**config.mk**
```make
export PLATFORM = sky130hd
export DESIGN_NAME = keyed_shard_selector_flat
export DESIGN_NICKNAME = d
export VERILOG_FILES = /design/src/rtl/ksel_pkg.sv /design/src/rtl/ksel_if.sv /design/src/rtl/ksel_ctrl.sv /design/src/rtl/ksel_dp.sv /design/src/rtl/keyed_shard_selector.sv /design/src/flat_wrapper.sv
export SDC_FILE = /design/constraint.sdc
export NUM_CORES = 2
export LEC_CHECK = 0
export BUFFER_PORTS_ARGS = -buffer_cell sky130_fd_sc_hd__buf_2
export CORE_UTILIZATION = 58
export DETAILED_ROUTE_END_ITERATION = 8
export GPL_ROUTABILITY_DRIVEN = 0
export PLACE_DENSITY = 0.78
export SYNTH_ARGS = -nofsm -noshare
export SYNTH_HDL_FRONTEND = slang
export SYNTH_HIERARCHICAL = 1
export SYNTH_SLANG_ARGS = --single-unit
```
**constraint.sdc**
```tcl
create_clock -name clk_i -period 8.4 [get_ports clk_i]
set_clock_uncertainty 0.1 [all_clocks]
set_input_delay 1.68 -clock clk_i [delete_from_list [all_inputs] [get_ports clk_i]]
set_output_delay 1.68 -clock clk_i [all_outputs]
set_load 0.03 [all_outputs]
```
**src/rtl/ksel_pkg.sv**
```systemverilog
`default_nettype none

package ksel_pkg;

  localparam int HASH_W     = 64;
  localparam int BYTE_W     = 8;
  localparam int MODE_W     = 2;
  localparam int CNT_W      = 11;
  localparam int OFF_W      = 10;
  localparam int CFG_IDX_W  = 2;
  localparam int CFG_DATA_W = 11;
  localparam int STEP_W     = $clog2(HASH_W);

  localparam logic [HASH_W-1:0] FNV_BASIS = 64'hCBF2_9CE4_8422_2325;
  localparam logic [BYTE_W-1:0] SEPARATOR = 8'h1F;

  localparam logic [CNT_W-1:0] WORKER_TOTAL_RST = 11'd1;
  localparam logic [CNT_W-1:0] BCAST_WORKERS_RST = 11'd0;
  localparam logic [CNT_W-1:0] SHARD_WORKERS_RST = 11'd1;
  localparam logic [OFF_W-1:0] SHARD_OFFSET_RST  = 10'd0;

  typedef enum logic [MODE_W-1:0] {
    MODE_FEED_BYTE = 2'd0,
    MODE_FEED_END  = 2'd1,
    MODE_SYM_BYTE  = 2'd2,
    MODE_KEY_END   = 2'd3
  } mode_e;

  typedef enum logic [CFG_IDX_W-1:0] {
    CFG_WORKER_TOTAL  = 2'd0,
    CFG_BCAST_WORKERS = 2'd1,
    CFG_SHARD_WORKERS = 2'd2,
    CFG_SHARD_OFFSET  = 2'd3
  } cfg_idx_e;

  typedef enum logic {
    ST_IDLE = 1'b0,
    ST_DIV  = 1'b1
  } state_e;

  typedef struct packed {
    logic [CNT_W-1:0] worker_total;
    logic [CNT_W-1:0] bcast_workers;
    logic [CNT_W-1:0] shard_workers;
    logic [OFF_W-1:0] shard_offset;
  } cfg_t;

  typedef struct packed {
    logic mix;
    logic sep;
    logic key_end;
    logic div_step;
  } ctrl_cmd_t;

  typedef struct packed {
    logic bypass;
    logic div_last;
    logic out_valid;
  } ctrl_sts_t;

  // h * 0x100000001B3 as shift-add: 2^40 + 2^8 + 2^7 + 2^5 + 2^4 + 2^1 + 1
  function automatic logic [HASH_W-1:0] fnv_mix(input logic [HASH_W-1:0] h,
                                                input logic [BYTE_W-1:0] b);
    logic [HASH_W-1:0] x;
    x = h ^ {{(HASH_W-BYTE_W){1'b0}}, b};
    return (x << 40) + (x << 8) + (x << 7) + (x << 5) + (x << 4) + (x << 1) + x;
  endfunction

endpackage

`default_nettype wire

```
**src/rtl/ksel_if.sv**
```systemverilog
`default_nettype none

interface ksel_in_if;
  import ksel_pkg::*;

  logic              valid;
  logic              ready;
  logic [MODE_W-1:0] mode;
  logic [BYTE_W-1:0] data_byte;
  logic              broadcast_flag;

  modport source (output valid, output mode, output data_byte, output broadcast_flag,
                  input ready);
  modport sink   (input valid, input mode, input data_byte, input broadcast_flag,
                  output ready);
endinterface

interface ksel_out_if;
  import ksel_pkg::*;

  logic              valid;
  logic              ready;
  logic [CNT_W-1:0]  shard_index;
  logic [HASH_W-1:0] key_hash;

  modport source (output valid, output shard_index, output key_hash, input ready);
  modport sink   (input valid, input shard_index, input key_hash, output ready);
endinterface

`default_nettype wire

```
**src/rtl/ksel_ctrl.sv**
```systemverilog
`default_nettype none

module ksel_ctrl (
  input  wire logic                       clk_i,
  input  wire logic                       rst_ni,
  input  wire logic                       in_valid_i,
  input  wire logic [ksel_pkg::MODE_W-1:0] in_mode_i,
  output logic                            in_ready_o,
  input  wire ksel_pkg::ctrl_sts_t        sts_i,
  output ksel_pkg::ctrl_cmd_t             cmd_o
);
  import ksel_pkg::*;

  state_e state_q, state_d;
  mode_e  mode;

  assign mode = mode_e'(in_mode_i);

  always_ff @(posedge clk_i or negedge rst_ni) begin
    if (!rst_ni) begin
      state_q <= ST_IDLE;
    end else begin
      state_q <= state_d;
    end
  end

  always_comb begin
    state_d    = state_q;
    cmd_o      = '0;
    in_ready_o = 1'b0;
    case (state_q)
      ST_IDLE: begin
        // hold a key end while the previous result is still pending
        in_ready_o = !(sts_i.out_valid && (mode == MODE_KEY_END));
        if (in_valid_i && in_ready_o) begin
          case (mode)
            MODE_FEED_BYTE, MODE_SYM_BYTE: cmd_o.mix = 1'b1;
            MODE_FEED_END: cmd_o.sep = 1'b1;
            MODE_KEY_END: begin
              cmd_o.key_end = 1'b1;
              if (!sts_i.bypass) begin
                state_d = ST_DIV;
              end
            end
            default: cmd_o = '0;
          endcase
        end
      end
      ST_DIV: begin
        cmd_o.div_step = 1'b1;
        if (sts_i.div_last) begin
          state_d = ST_IDLE;
        end
      end
      default: state_d = ST_IDLE;
    endcase
  end

`ifndef ASSERT_OFF
  a_div_out_empty: assert property (@(posedge clk_i) disable iff (!rst_ni)
    (state_q == ST_DIV) |-> !sts_i.out_valid)
    else $error("result pending during remainder computation");

  a_key_end_to_div: assert property (@(posedge clk_i) disable iff (!rst_ni)
    (cmd_o.key_end && !sts_i.bypass) |=> (state_q == ST_DIV))
    else $error("key end did not start remainder computation");
`endif

endmodule

`default_nettype wire

```
**src/rtl/ksel_dp.sv**
```systemverilog
`default_nettype none

module ksel_dp (
  input  wire logic                        clk_i,
  input  wire logic                        rst_ni,
  input  wire ksel_pkg::cfg_t              cfg_i,
  input  wire logic [ksel_pkg::BYTE_W-1:0] data_byte_i,
  input  wire logic                        broadcast_flag_i,
  input  wire ksel_pkg::ctrl_cmd_t         cmd_i,
  output ksel_pkg::ctrl_sts_t              sts_o,
  output logic                             out_valid_o,
  input  wire logic                        out_ready_i,
  output logic [ksel_pkg::CNT_W-1:0]       shard_index_o,
  output logic [ksel_pkg::HASH_W-1:0]      key_hash_o
);
  import ksel_pkg::*;

  logic [HASH_W-1:0] run_q, run_d;
  logic [HASH_W-1:0] feed_q, feed_d;
  logic [HASH_W-1:0] sep_hash;
  logic [HASH_W-1:0] sel_hash;
  logic              sel_bcast;
  logic              bypass;

  logic [HASH_W-1:0] dvd_q;
  logic [CNT_W-1:0]  div_q;
  logic [CNT_W-1:0]  rem_q;
  logic [STEP_W-1:0] step_q;
  logic              add_off_q;
  logic [CNT_W:0]    shifted;
  logic              fits;
  logic [CNT_W:0]    diff;
  logic [CNT_W-1:0]  rem_next;
  logic [CNT_W:0]    index_sum;
  logic              div_last;

  logic              out_valid_q;
  logic [CNT_W-1:0]  out_index_q;
  logic [HASH_W-1:0] out_hash_q;

  assign sep_hash  = fnv_mix(run_q, SEPARATOR);
  assign sel_bcast = (cfg_i.worker_total != '0) && broadcast_flag_i &&
                     (cfg_i.bcast_workers != '0);
  assign sel_hash  = sel_bcast ? feed_q : run_q;
  assign bypass    = (cfg_i.worker_total == '0) ||
                     (!sel_bcast && (cfg_i.shard_workers == '0));

  always_comb begin
    run_d  = run_q;
    feed_d = feed_q;
    if (cmd_i.mix) begin
      run_d = fnv_mix(run_q, data_byte_i);
    end else if (cmd_i.sep) begin
      run_d  = sep_hash;
      feed_d = sep_hash;
    end else if (cmd_i.key_end) begin
      run_d  = FNV_BASIS;
      feed_d = '0;
    end
  end

  always_ff @(posedge clk_i or negedge rst_ni) begin
    if (!rst_ni) begin
      run_q  <= FNV_BASIS;
      feed_q <= '0;
    end else begin
      run_q  <= run_d;
      feed_q <= feed_d;
    end
  end

  // restoring remainder, one dividend bit per step
  assign shifted   = {rem_q, dvd_q[HASH_W-1]};
  assign fits      = shifted >= {1'b0, div_q};
  assign diff      = shifted - {1'b0, div_q};
  assign rem_next  = fits ? diff[CNT_W-1:0] : shifted[CNT_W-1:0];
  assign div_last  = step_q == STEP_W'(HASH_W - 1);
  assign index_sum = {1'b0, rem_next} +
                     (add_off_q ? {{(CNT_W-OFF_W+1){1'b0}}, cfg_i.shard_offset} : '0);

  always_ff @(posedge clk_i) begin
    if (cmd_i.key_end) begin
      dvd_q     <= sel_hash;
      div_q     <= sel_bcast ? cfg_i.bcast_workers : cfg_i.shard_workers;
      rem_q     <= '0;
      step_q    <= '0;
      add_off_q <= !sel_bcast;
    end else if (cmd_i.div_step) begin
      dvd_q  <= dvd_q << 1;
      rem_q  <= rem_next;
      step_q <= step_q + STEP_W'(1);
    end
  end

  always_ff @(posedge clk_i) begin
    if (cmd_i.key_end) begin
      out_hash_q <= sel_hash;
    end
    if (cmd_i.key_end && bypass) begin
      out_index_q <= '0;
    end else if (cmd_i.div_step && div_last) begin
      out_index_q <= index_sum[CNT_W-1:0];
    end
  end

  always_ff @(posedge clk_i or negedge rst_ni) begin
    if (!rst_ni) begin
      out_valid_q <= 1'b0;
    end else if ((cmd_i.key_end && bypass) || (cmd_i.div_step && div_last)) begin
      out_valid_q <= 1'b1;
    end else if (out_ready_i) begin
      out_valid_q <= 1'b0;
    end
  end

  assign sts_o.bypass    = bypass;
  assign sts_o.div_last  = div_last;
  assign sts_o.out_valid = out_valid_q;

  assign out_valid_o   = out_valid_q;
  assign shard_index_o = out_index_q;
  assign key_hash_o    = out_hash_q;

`ifndef ASSERT_OFF
  a_rem_below_div: assert property (@(posedge clk_i) disable iff (!rst_ni)
    cmd_i.div_step |-> (rem_q < div_q))
    else $error("partial remainder not below divisor");

  a_key_end_clears: assert property (@(posedge clk_i) disable iff (!rst_ni)
    cmd_i.key_end |=> ((run_q == FNV_BASIS) && (feed_q == '0)))
    else $error("hash state not cleared after key end");
`endif

endmodule

`default_nettype wire

```
**src/rtl/keyed_shard_selector.sv**
```systemverilog
`default_nettype none

// Feed byte, symbol byte and end-of-feed transactions are accepted unless a
// remainder computation runs. End of key: result registered in the cycle after
// acceptance when a zero worker count applies, otherwise after 64 bit-serial
// remainder steps. A finished result waits in the output register while bytes
// keep flowing; the next end of key stalls until that result is taken.
// Asynchronous reset returns the hash state to the FNV offset basis and loads register defaults.
module keyed_shard_selector (
  input  wire logic                            clk_i,
  input  wire logic                            rst_ni,
  ksel_in_if.sink                              in_i,
  ksel_out_if.source                           out_o,
  input  wire logic                            cfg_we_i,
  input  wire logic [ksel_pkg::CFG_IDX_W-1:0]  cfg_idx_i,
  input  wire logic [ksel_pkg::CFG_DATA_W-1:0] cfg_data_i
);
  import ksel_pkg::*;

  cfg_t      cfg_q;
  ctrl_cmd_t cmd;
  ctrl_sts_t sts;
  logic      in_ready;

  always_ff @(posedge clk_i or negedge rst_ni) begin
    if (!rst_ni) begin
      cfg_q.worker_total  <= WORKER_TOTAL_RST;
      cfg_q.bcast_workers <= BCAST_WORKERS_RST;
      cfg_q.shard_workers <= SHARD_WORKERS_RST;
      cfg_q.shard_offset  <= SHARD_OFFSET_RST;
    end else if (cfg_we_i) begin
      case (cfg_idx_e'(cfg_idx_i))
        CFG_WORKER_TOTAL:  cfg_q.worker_total  <= cfg_data_i[CNT_W-1:0];
        CFG_BCAST_WORKERS: cfg_q.bcast_workers <= cfg_data_i[CNT_W-1:0];
        CFG_SHARD_WORKERS: cfg_q.shard_workers <= cfg_data_i[CNT_W-1:0];
        CFG_SHARD_OFFSET:  cfg_q.shard_offset  <= cfg_data_i[OFF_W-1:0];
        default:           cfg_q <= cfg_q;
      endcase
    end
  end

  assign in_i.ready = in_ready;

  ksel_ctrl u_ctrl (
    .clk_i      (clk_i),
    .rst_ni     (rst_ni),
    .in_valid_i (in_i.valid),
    .in_mode_i  (in_i.mode),
    .in_ready_o (in_ready),
    .sts_i      (sts),
    .cmd_o      (cmd)
  );

  ksel_dp u_dp (
    .clk_i            (clk_i),
    .rst_ni           (rst_ni),
    .cfg_i            (cfg_q),
    .data_byte_i      (in_i.data_byte),
    .broadcast_flag_i (in_i.broadcast_flag),
    .cmd_i            (cmd),
    .sts_o            (sts),
    .out_valid_o      (out_o.valid),
    .out_ready_i      (out_o.ready),
    .shard_index_o    (out_o.shard_index),
    .key_hash_o       (out_o.key_hash)
  );

endmodule

`default_nettype wire

```
**src/flat_wrapper.sv**
```systemverilog
// flat-port wrapper written by rule: the top's interface ports become plain ports
module keyed_shard_selector_flat import ksel_pkg::*;
  (clk_i, rst_ni, cfg_we_i, cfg_idx_i, cfg_data_i, in_i_valid, in_i_mode, in_i_data_byte, in_i_broadcast_flag, in_i_ready, out_o_valid, out_o_shard_index, out_o_key_hash, out_o_ready);
  ksel_in_if in_i_i ();
  ksel_out_if out_o_i ();
  input  wire logic clk_i;
  input  wire logic rst_ni;
  input  wire logic cfg_we_i;
  input  wire logic [ksel_pkg::CFG_IDX_W-1:0] cfg_idx_i;
  input  wire logic [ksel_pkg::CFG_DATA_W-1:0] cfg_data_i;
  input wire logic [$bits(in_i_i.valid)-1:0] in_i_valid;
  input wire logic [$bits(in_i_i.mode)-1:0] in_i_mode;
  input wire logic [$bits(in_i_i.data_byte)-1:0] in_i_data_byte;
  input wire logic [$bits(in_i_i.broadcast_flag)-1:0] in_i_broadcast_flag;
  output wire logic [$bits(in_i_i.ready)-1:0] in_i_ready;
  output wire logic [$bits(out_o_i.valid)-1:0] out_o_valid;
  output wire logic [$bits(out_o_i.shard_index)-1:0] out_o_shard_index;
  output wire logic [$bits(out_o_i.key_hash)-1:0] out_o_key_hash;
  input wire logic [$bits(out_o_i.ready)-1:0] out_o_ready;
  assign in_i_i.valid = in_i_valid;
  assign in_i_i.mode = in_i_mode;
  assign in_i_i.data_byte = in_i_data_byte;
  assign in_i_i.broadcast_flag = in_i_broadcast_flag;
  assign in_i_ready = in_i_i.ready;
  assign out_o_valid = out_o_i.valid;
  assign out_o_shard_index = out_o_i.shard_index;
  assign out_o_key_hash = out_o_i.key_hash;
  assign out_o_i.ready = out_o_ready;
  keyed_shard_selector u_core (.clk_i(clk_i), .rst_ni(rst_ni), .in_i(in_i_i), .out_o(out_o_i), .cfg_we_i(cfg_we_i), .cfg_idx_i(cfg_idx_i), .cfg_data_i(cfg_data_i));
endmodule
```
==> impl_metrics.tcl <==
set metrics [dict create \
    route.antenna.remaining_nets 0 \
    kind_of_critical_path "in -> reg" \
    vias 22600 \
    yosysTopAreaCell "sky130_fd_sc_hd__fa_1" \
    avgRoutedWirePerCell_um 21.7 \
    synth-edff-count 140 \
    dp_hpwl_um 61300 \
    setup.worst_path.start_class "primary input" \
    report.final.slew_viol_count 0 \
    global_route_wire_length_before_repair_um 130000 \
    ys_async_sr_fraction_pct 50.7 \
    tritoncts "done" \
    finalSetupViolations 0 \
    num_rows 82 \
    cp_num_buf_inv 3 \
    cts-htree-levels 2 \
    synth_sequential_area_ratio_pct 30.7 \
    crit_top_cell "sky130_fd_sc_hd__fa_1" \
    slowest_delay_ns 0.64 \
    die_w_um 228 \
    placement.io_buffers 105 \
    timing.critical_path.arrival_ns 7.35 \
    syn_area_per_cell_um2 9.97 \
    worst_setup_hold_path_clk_slew_ns 0.06 \
    place.detailed.instances 3674 \
    dr.first_iter.drc_count 2333 \
    slowest_stage "sky130_fd_sc_hd__a2111oi_2" \
    timing_hold_violations_final 0 \
    drtPass1Iterations 7 \
    worst_hold_path_class "reg -> reg" \
    net_count_synth 3517 \
    cts_setup_buffers 0 \
    drive_gt1_share_pct 12.1 \
    grt_max_degree 152 \
    synth_seq_cells 341 \
    clock_buffers_created_by_tritoncts 38 \
    synth_cell_type_count 88 \
    die_h_um 228 \
    design.core.area_um2 50400 \
    ys_top_cells_by_area "sky130_fd_sc_hd__fa_1 (21%), sky130_fd_sc_hd__edfxtp_1 (14%), sky130_fd_sc_hd__dfrtp_1 (12%), sky130_fd_sc_hd__ha_1 (7.9%), sky130_fd_sc_hd__inv_1 (7.1%)" \
    die_area_um2 52200 \
    cp-endpoint "u_core/u_dp/run_q[50]" \
    fin_tns_setup_ns 0 \
    worst-path-max-fanout 6 \
    cap_violations 0 \
    clock_sinks 341 \
    synth_cells 2985 \
    crit_required_ns 8.71 \
    timing.rr.end "u_core/u_dp/run_q[60]" \
    timing.critical_path.from "in_i_data_byte[3]" \
    max_slew_margin_pct 20.0 \
    finish.cell_count_without_fillers 3746 \
    post-synth-top-count-cell "sky130_fd_sc_hd__inv_1" \
    cell_family_with_most_cp_delay "adder cells" \
    final_period_minus_worst_setup_slack_ns 7.04 \
    post-synth-top-area-fraction_pct 21.3 \
    finalWirelength_um 81400 \
    worst_setup_path_end_kind "flop" \
    cts_hold_repair.buffers 0 \
    grt_overflow_total 0 \
    cts_resized 0 \
    grt_pass1_vias 23400 \
    path_depth 19 \
    detail_route.drc_violations 0 \
    total_routing_usage_gr_pct 31.9 \
    synth.top_cells.by_count "sky130_fd_sc_hd__inv_1 (564), sky130_fd_sc_hd__fa_1 (316), sky130_fd_sc_hd__nor2_1 (298), sky130_fd_sc_hd__nand2_1 (190), sky130_fd_sc_hd__ha_1 (187)" \
    insertion_delay_ns 0.58 \
    crit_path_cell_trace "buf_2 > xor2_1 > inv_1 > fa_1 > inv_1 > fa_1 > fa_1 > ha_1 > ha_1 > and3_4 > a211oi_4 > a2111oi_2 > nor4_1 > nor3b_1 > o21bai_1 > a32oi_2 > a41oi_1 > xor2_1 > o221ai_1" \
    achievable-frequency_ghz 0.142 \
    area_growth_pct 7.96 \
    core_utilization_of_the_finished_layout_pct 63.8 \
    antenna_violations_before_repair 1 \
    floorplan.initialDensity_pct 59.1 \
    unrepaired_setup_endpoints_after_global_routing "false" \
    final.period_utilization_pct 83.8 \
    cts_buffer_depth 3 \
    rr_startpoint "u_core/u_dp/run_q[8]" \
    worst_r2r_path_depth 19 \
    rrSetupSlack_ns 1.64 \
    worst-slew-pin-transition_ns 1.20 \
    synth_warnings 6 \
    final_net_count 3574 \
    postSynth.topFlopCell "sky130_fd_sc_hd__dfrtp_1" \
    post_synthesis_instance_area_um2 29700 \
    vias_per_cell 6.03 \
    io-pin-count 106 \
    clockRootBuffer "sky130_fd_sc_hd__clkbuf_16" \
    status "complete, no violations" \
]
-- stage by stage --
stage	area [µm²]	hold WS [ns]	setup WS, ns
floorplan	29800	0.335	0.861
global placement	30900	0.353	1.03
detailed placement	30900	0.358	0.966
CTS	32100	0.374	1.51
global route	32100	0.388	1.11
finish	32100	0.367	1.36
-- tightest hold or removal path: stages, from the launching register on --
cell,delay (ns)
sky130_fd_sc_hd__dfrtp_1,0.34
sky130_fd_sc_hd__nand2_1,0.05
sky130_fd_sc_hd__nand2_1,0.05
-- how the worst min path moves through the flow --
stage	slack [ns]	end	from	cells after the start
global route	0.39	u_core/u_dp/feed_q[11]	u_core/u_dp/feed_q[11]	1
floorplan	0.33	u_core/u_dp/feed_q[27]	u_core/u_dp/feed_q[27]	2
finish	0.37	u_core/u_dp/feed_q[27]	u_core/u_dp/feed_q[27]	2
CTS	0.37	u_core/u_dp/feed_q[14]	u_core/u_dp/feed_q[14]	2
global placement	0.35	u_core/u_dp/feed_q[27]	u_core/u_dp/feed_q[27]	2
detailed placement	0.36	u_core/u_dp/feed_q[14]	u_core/u_dp/feed_q[14]	2
-- per-layer routing --
layer | vias to the layer above | routed length, µm | global-route usage, %
li1 | 9911 | - | -
met2 | 1206 | 37000 | 49.8
met1 | 11300 | 32600 | 43.3
met3 | 238 | 7590 | 5.91
met4 | 0 | 4220 | 14.8
met5 | - | 0 | 0
-- flip-flops by register name (all words and copies together), names as in the netlist, 6 cells and up --
| signal | flops |
|---|---|
| u_core/u_dp/div_q | 11 |
| u_core/u_dp/dvd_q | 64 |
| u_core/u_dp/shard_index_o | 11 |
| u_core/u_dp/step_q | 6 |
| u_core/u_dp/run_q | 64 |
| u_core/u_dp/rem_q | 11 |
| u_core/u_dp/feed_q | 64 |
| u_core/u_dp/key_hash_o | 64 |
| u_core/cfg_q | 43 |
-- final cells by class --
| class | instances | area, µm² |
|---|---|---|
| Antenna cell | 2 | 5.00 |
| Clock buffer | 50 | 1030 |
| Clock inverter | 20 | 234 |
| Fill cell | 3861 | 18300 |
| Inverter | 564 | 2120 |
| Multi-Input combinational cell | 1976 | 18100 |
| Sequential cell | 341 | 9130 |
| Tap cell | 672 | 841 |
| Timing Repair Buffer | 121 | 664 |
-- layout by cell type (no fill, tap or decap), drive strengths merged, types with 12 or more instances in the layout --
| cell | synthesis | layout |
|---|---|---|
| nor2 | 298 | 298 |
| fa | 316 | 316 |
| and2 | 17 | 17 |
| a21oi | 149 | 149 |
| clkinv | 0 | 12 |
| xnor2 | 86 | 86 |
| clkbuf | 65 | 50 |
| and3 | 14 | 14 |
| nand4 | 15 | 15 |
| dfrtp | 143 | 143 |
| buf | 39 | 121 |
| nand3 | 26 | 26 |
| ha | 187 | 187 |
| o221ai | 20 | 20 |
| nor4 | 13 | 13 |
| o21bai | 26 | 26 |
| o21a | 17 | 17 |
| nor3 | 29 | 29 |
| a31oi | 24 | 24 |
| o21ai | 104 | 104 |
| dfstp | 30 | 30 |
| a22o | 26 | 26 |
| edfxtp | 140 | 140 |
| a21o | 60 | 60 |
| dfxtp | 28 | 28 |
| mux2i | 21 | 21 |
| inv | 564 | 564 |
| nand2 | 191 | 191 |
| o31ai | 16 | 16 |
| mux2 | 124 | 124 |
| xor2 | 56 | 56 |
-- cells by family after synthesis --
kind of cell,share of synthesized area [%]
DFF,30.7
xor gates and xnor gates,4.18
muxes,5.65
adders and majority gates,29.1
AOI/OAI and AO/OA,12.1
and+or+nand+nor,9.53
buffers and inverters,8.67
Power is not shown: default switching activity piles up to over one toggle a cycle in this logic, so the estimate is an artifact.
